===== src/hw/rtl/ocpi_pkg.sv =====
package ocpi_pkg;

  // Port widths fixed by the interface.
  localparam int DATA_W   = 16;
  localparam int RB_W     = 7;
  localparam int CFG_IDX_W = 1;
  localparam int CFG_W    = 7;
  localparam int LEN_W    = 12;
  localparam int ROW_W    = 3;
  localparam int NUM_ROWS = 6;

  // Configuration register indexes.
  localparam logic [CFG_IDX_W-1:0] REG_RESOURCE_BLOCKS = 1'd0;
  localparam logic [CFG_IDX_W-1:0] REG_NORMAL_PREFIX   = 1'd1;

  // Reset values of the configuration registers.
  localparam logic [RB_W-1:0] RB_RESET     = 7'd6;
  localparam logic            NORMAL_RESET = 1'b1;

  // Commands from the controller to the datapath.
  typedef struct packed {
    logic store;       // write the pushed sample and advance the load count
    logic read;        // read the next emitted sample and advance the emit count
    logic start_emit;  // symbol complete, set up the emit pointers
    logic end_emit;    // final sample read, return to loading
    logic advance;     // move the pending result into the output register
    logic s1_pull_ok;  // pending result carries sample data
  } cmd_t;

  // Status from the datapath to the controller.
  typedef struct packed {
    logic load_full;  // the next stored sample completes the symbol
    logic emit_end;   // the next read sample is the final one
  } status_t;

  // Row selection from the resource block count.
  function automatic logic [ROW_W-1:0] rb_row(input logic [RB_W-1:0] rb);
    logic [ROW_W-1:0] r;
    if (rb < 7'd12) begin
      r = 3'd0;
    end else if (rb < 7'd25) begin
      r = 3'd1;
    end else if (rb < 7'd50) begin
      r = 3'd2;
    end else if (rb < 7'd75) begin
      r = 3'd3;
    end else if (rb < 7'd110) begin
      r = 3'd4;
    end else begin
      r = 3'd5;
    end
    return r;
  endfunction

  function automatic logic [LEN_W-1:0] row_fft(input logic [ROW_W-1:0] r);
    logic [LEN_W-1:0] v;
    case (r)
      3'd0:    v = 12'd128;
      3'd1:    v = 12'd256;
      3'd2:    v = 12'd512;
      3'd3:    v = 12'd1024;
      3'd4:    v = 12'd1536;
      default: v = 12'd2048;
    endcase
    return v;
  endfunction

  function automatic logic [LEN_W-1:0] row_long(input logic [ROW_W-1:0] r);
    logic [LEN_W-1:0] v;
    case (r)
      3'd0:    v = 12'd10;
      3'd1:    v = 12'd20;
      3'd2:    v = 12'd40;
      3'd3:    v = 12'd80;
      3'd4:    v = 12'd120;
      default: v = 12'd160;
    endcase
    return v;
  endfunction

  function automatic logic [LEN_W-1:0] row_short(input logic [ROW_W-1:0] r);
    logic [LEN_W-1:0] v;
    case (r)
      3'd0:    v = 12'd9;
      3'd1:    v = 12'd18;
      3'd2:    v = 12'd36;
      3'd3:    v = 12'd72;
      3'd4:    v = 12'd108;
      default: v = 12'd144;
    endcase
    return v;
  endfunction

  function automatic logic [LEN_W-1:0] row_ext(input logic [ROW_W-1:0] r);
    logic [LEN_W-1:0] v;
    case (r)
      3'd0:    v = 12'd32;
      3'd1:    v = 12'd64;
      3'd2:    v = 12'd128;
      3'd3:    v = 12'd256;
      3'd4:    v = 12'd384;
      default: v = 12'd512;
    endcase
    return v;
  endfunction

  // Largest row whose symbol size fits the store; evaluated at elaboration.
  function automatic logic [ROW_W-1:0] max_row(input int max_points);
    logic [ROW_W-1:0] best;
    best = 3'd0;
    for (int r = 0; r < NUM_ROWS; r++) begin
      if (int'(row_fft(ROW_W'(r))) <= max_points) begin
        best = ROW_W'(r);
      end
    end
    return best;
  endfunction

endpackage


===== src/hw/rtl/ocpi_ctrl.sv =====
module ocpi_ctrl
  import ocpi_pkg::*;
(
  input  logic    clk,
  input  logic    rst,
  input  logic    in_valid,
  output logic    in_stall,
  input  logic    operation,
  output logic    res_valid,
  input  logic    res_stall,
  output logic    push_accepted,
  output logic    out_valid,
  output logic    out_last,
  output cmd_t    cmd,
  input  status_t status
);

  typedef enum logic [1:0] {
    MODE_LOAD = 2'b01,
    MODE_EMIT = 2'b10
  } mode_t;

  mode_t mode, mode_next;
  logic  s1_valid, s1_push_ok, s1_pull_ok, s1_last;
  logic  accept, push_ok, pull_ok, advance;

  // A new beat is refused only when both the pending stage and the output are held.
  assign in_stall = s1_valid && res_valid && res_stall;
  assign accept   = in_valid && !in_stall;
  assign push_ok  = accept && !operation && (mode == MODE_LOAD);
  assign pull_ok  = accept && operation && (mode == MODE_EMIT);
  assign advance  = s1_valid && (!res_valid || !res_stall);

  always_comb begin
    mode_next = mode;
    case (mode)
      MODE_LOAD: begin
        if (push_ok && status.load_full) begin
          mode_next = MODE_EMIT;
        end
      end
      MODE_EMIT: begin
        if (pull_ok && status.emit_end) begin
          mode_next = MODE_LOAD;
        end
      end
      default: mode_next = MODE_LOAD;
    endcase
  end

  always_comb begin
    cmd.store      = push_ok;
    cmd.read       = pull_ok;
    cmd.start_emit = push_ok && status.load_full;
    cmd.end_emit   = pull_ok && status.emit_end;
    cmd.advance    = advance;
    cmd.s1_pull_ok = s1_pull_ok;
  end

  always_ff @(posedge clk) begin
    if (rst) begin
      mode      <= MODE_LOAD;
      s1_valid  <= 1'b0;
      res_valid <= 1'b0;
    end else begin
      mode <= mode_next;
      if (accept) begin
        s1_valid <= 1'b1;
      end else if (advance) begin
        s1_valid <= 1'b0;
      end
      if (advance) begin
        res_valid <= 1'b1;
      end else if (!res_stall) begin
        res_valid <= 1'b0;
      end
    end
  end

  always_ff @(posedge clk) begin
    if (accept) begin
      s1_push_ok <= push_ok;
      s1_pull_ok <= pull_ok;
      s1_last    <= pull_ok && status.emit_end;
    end
    if (advance) begin
      push_accepted <= s1_push_ok;
      out_valid     <= s1_pull_ok;
      out_last      <= s1_last;
    end
  end

endmodule


===== config.mk =====
export PLATFORM = sky130hd
export DESIGN_NAME = ocpi_ctrl
export DESIGN_NICKNAME = d
export VERILOG_FILES = /design/src/hw/rtl/ocpi_pkg.sv /design/src/hw/rtl/ocpi_ctrl.sv
export SDC_FILE = /design/constraint.sdc
export NUM_CORES = 1
export LEC_CHECK = 0
export BUFFER_PORTS_ARGS = -buffer_cell sky130_fd_sc_hd__buf_2
export CORE_AREA = 2 2 39 41
export CTS_BUF_LIST = sky130_fd_sc_hd__clkbuf_8
export DETAILED_ROUTE_END_ITERATION = 10
export DIE_AREA = 0 0 41 43
export PLACE_DENSITY = 0.57
export SYNTH_ARGS = -nofsm -noshare
export SYNTH_HDL_FRONTEND = slang
export SYNTH_SLANG_ARGS = --single-unit

===== constraint.sdc =====
create_clock -name clk -period 1.36 [get_ports clk]
set_input_delay 0 -clock clk [delete_from_list [all_inputs] [get_ports clk]]
set_output_delay 0 -clock clk [all_outputs]
set_load 0.005 [all_outputs]

==> metrics.yaml <==
hold_path:
  min_path_type: "in2reg"
  min_to: "res_valid$_SDFFE_PP0P_"
  whs_path_depth: 3
  min-delay-start: "res_stall"
sta:
  slew_headroom_pct: 81.7
  setup-tns-final_ns: 0
  setup_slack_ns: 0.135
  tightestPinTransition_ns: 0.272
  rsz0062_at_grt: "false"
  final_max_slew_viol_count: 0
  hold_violations: 0
  worst_clock_skew_ns: 0.00338
  period_share_pct: 90.1
  fmax_mhz: 816
  post-route-min-period_ns: 1.23
  setup_violations: 0
synth:
  yosysWarnings: 0
  yosysSeqAreaShare_pct: 61.4
  netlist_area_um2: 424
  synth.most_common_cell: "edfxtp_1"
  ys.flop_type: "edfxtp_1"
  ys_top_cells_by_area: "edfxtp_1, dfxtp_1, buf_4, a41oi_2, nor2_1"
  synth_edf_count: 6
  netlist-cell-type-count: 19
  synth_top_area_share_pct: 42.5
  yosys-top-cells-count: "edfxtp_1, buf_4, dfxtp_1, nor2_1, nand2_1"
  synth_top_area_cell: "edfxtp_1"
  postSynthAreaPerCell_um2: 12.5
  async_reset_ff_share_pct: 0
  syn_nets: 41
  ys_ff_latch: 10
  synthCells: 34
floorplanning:
  start_util_pct: 30.7
  num_io_pins: 18
  rows: 14
  core_area_mm2: 0.00138
  die_x_um: 41
  chipHeight_um: 43
  die_area_mm2: 0.00176
worst_setup_path:
  ff2ff_path_depth: 3
  crit_type: "reg2out"
  cpMaxStageDelayCell: "dfxtp_1"
  timing.critical_path.buf_inv: 1
  path_cells: "nand3_2 -> nand2_1 -> nor4b_2 -> buf_2"
  cp.required_ns: 1.36
  path_max_fanout: 4
  cp-start-kind: "flip-flop"
  rr_endpoint: "s1_push_ok$_DFFE_PN_"
  cpPeakStageDelay_ns: 0.33
  end_kind: "output pin"
  cp_top_family: "simple AND/OR/NAND/NOR gates"
  arrival_ns: 1.23
  ff2ff_setup_slack_ns: 0.35
  r2r-start: "res_valid$_SDFFE_PP0P_"
grt:
  grt_max_degree: 7
  grt_pass1_wl_mm: 1.12
  overflow: 0
  track_usage_pct: 9.66
  antenna_found_initial: 0
  grt_pass1_vias: 286
route:
  routed_wl_um: 705
  drc: 0
  viasPerCell: 4.46
  routedWlPerCell_um: 10.2
  drt_iter0_markers: 6
  antenna_left: 0
  num_vias: 308
  drtPass1Iterations: 4
finish:
  nNetsFinal: 61
  postLayoutCellArea_um2: 568
  layout-drive-gt1-share_pct: 49.1
  syn2layout_area_growth_pct: 33.9
  diodes: 0
pwr:
  powerDensity_mw_per_mm2: 1230
  power_leakage_nw: 0.264
  ir_worst_vdd_mv: 0.436
  power_w: 0.000698
outcome:
  status: "finished clean"
place:
  placed_area_um2: 507
  pre_cts_ws_ns: 0.286
  gp_congestion: 0.744
  dpl.hpwl_um: 577
  io_buffers: 17
clocking:
  cts.sinks: 10
  cts_buffers: 3
  clk_latency_ns: 0.23
  clkTransAtPathRegs_ns: 0.04
  postCtsSetupBuffers: 0
  htreeDepth: 1
  root_buffer: "clkbuf_8"
  cts_buffer_depth: 2
  cts_tree: "built"
flow_run:
  maxCapViolCount: 0
metal layers:
metal  global-route usage, %  routed length (um)  vias to the layer above
li1                        -                   -                      159
met1                    10.7                 283                      138
met2                    15.9                 367                       11
met3                    3.14                  54                        0
met4                    4.00                   0                        0
met5                       0                   0                        -
final cells by class:
| cell class | instances | area [um2] |
|---|---|---|
| clock inverter | 1 | 3.75 |
| multi-input combinational | 18 | 133 |
| clock buffer | 3 | 41.3 |
| inverter | 2 | 7.51 |
| sequential | 10 | 260 |
| fill | 149 | 816 |
| timing repair buffer | 19 | 103 |
| tap | 16 | 20.0 |
cells in the final DEF (no fill, tap or decap):
master / count
a21boi_0: 1
a21oi_1: 1
a41oi_2: 1
buf_2: 17
buf_4: 1
clkbuf_8: 3
clkinv_1: 1
dfxtp_1: 4
dlygate4sd3_1: 1
edfxtp_1: 6
inv_1: 1
inv_2: 1
nand2_1: 2
nand3_2: 1
nand3b_1: 1
nand4b_1: 1
nor2_1: 4
nor3_1: 1
nor3_2: 1
nor4b_2: 1
o21ba_1: 1
o21bai_1: 1
or2b_1: 1
power by group:
part | internal [W] | switching (W) | total (W)
Combinational | 0.0000268 | 0.0000263 | 0.0000531
Sequential | 0.000336 | 0.00000602 | 0.000342
Clock | 0.000197 | 0.000106 | 0.000303
Total | 0.000560 | 0.000138 | 0.000698
tightest hold or removal path, cell delays in order:
cell and delay [ns]:
buf_2 0.11, a21oi_1 0.06, nor2_1 0.07
through the flow:
| step | hold slack, ns | std cells | utilization [%] |
|---|---|---|---|
| 2_1_floorplan | 0.0323 | 34 | - |
| 3_3_place_gp | 0.212 | 64 | 36.6 |
| 3_5_place_dp | 0.212 | 64 | 36.6 |
| 4_1_cts | 0.0462 | 69 | 40.6 |
| 5_1_grt | 0.0751 | 69 | 41.0 |
| 6_report | 0.0484 | 69 | 41.0 |
worst max-delay path by stage:
stage | endpoint | cells past startpoint | slack, ns | startpoint
after floorplan | out_last$_DFFE_PP_ | 1 | 0.29 | s1_valid$_SDFFE_PP0P_
after global placement | s1_push_ok$_DFFE_PN_ | 3 | 0.32 | res_valid$_SDFFE_PP0P_
after detailed placement | s1_push_ok$_DFFE_PN_ | 3 | 0.29 | res_valid$_SDFFE_PP0P_
after CTS | cmd[5] | 4 | 0.06 | res_valid$_SDFFE_PP0P_
after global routing | cmd[5] | 4 | 0.05 | res_valid$_SDFFE_PP0P_
final | cmd[5] | 4 | 0.13 | res_valid$_SDFFE_PP0P_
state kept, by name, indices dropped and copies added, names as in the netlist:
name           count
out_valid          1
out_last           1
s1_pull_ok         1
s1_last            1
mode               2
s1_valid           1
push_accepted      1
s1_push_ok         1
res_valid          1
logic make-up after synthesis:
family | synth area share, %
DFF | 61.4
AOI/OAI and AO/OA | 10.9
and+or+nand+nor | 18.9
buffers and inverters | 8.85
repair_timing:
action / 4_1_cts / 5_1_grt
gates resized for setup: 0 / 1
hold endpoints to repair: 2 / 0
endpoints found under the setup margin: 0 / 1
hold buffers: 1 / 0
(Power assumes the default switching activity.)
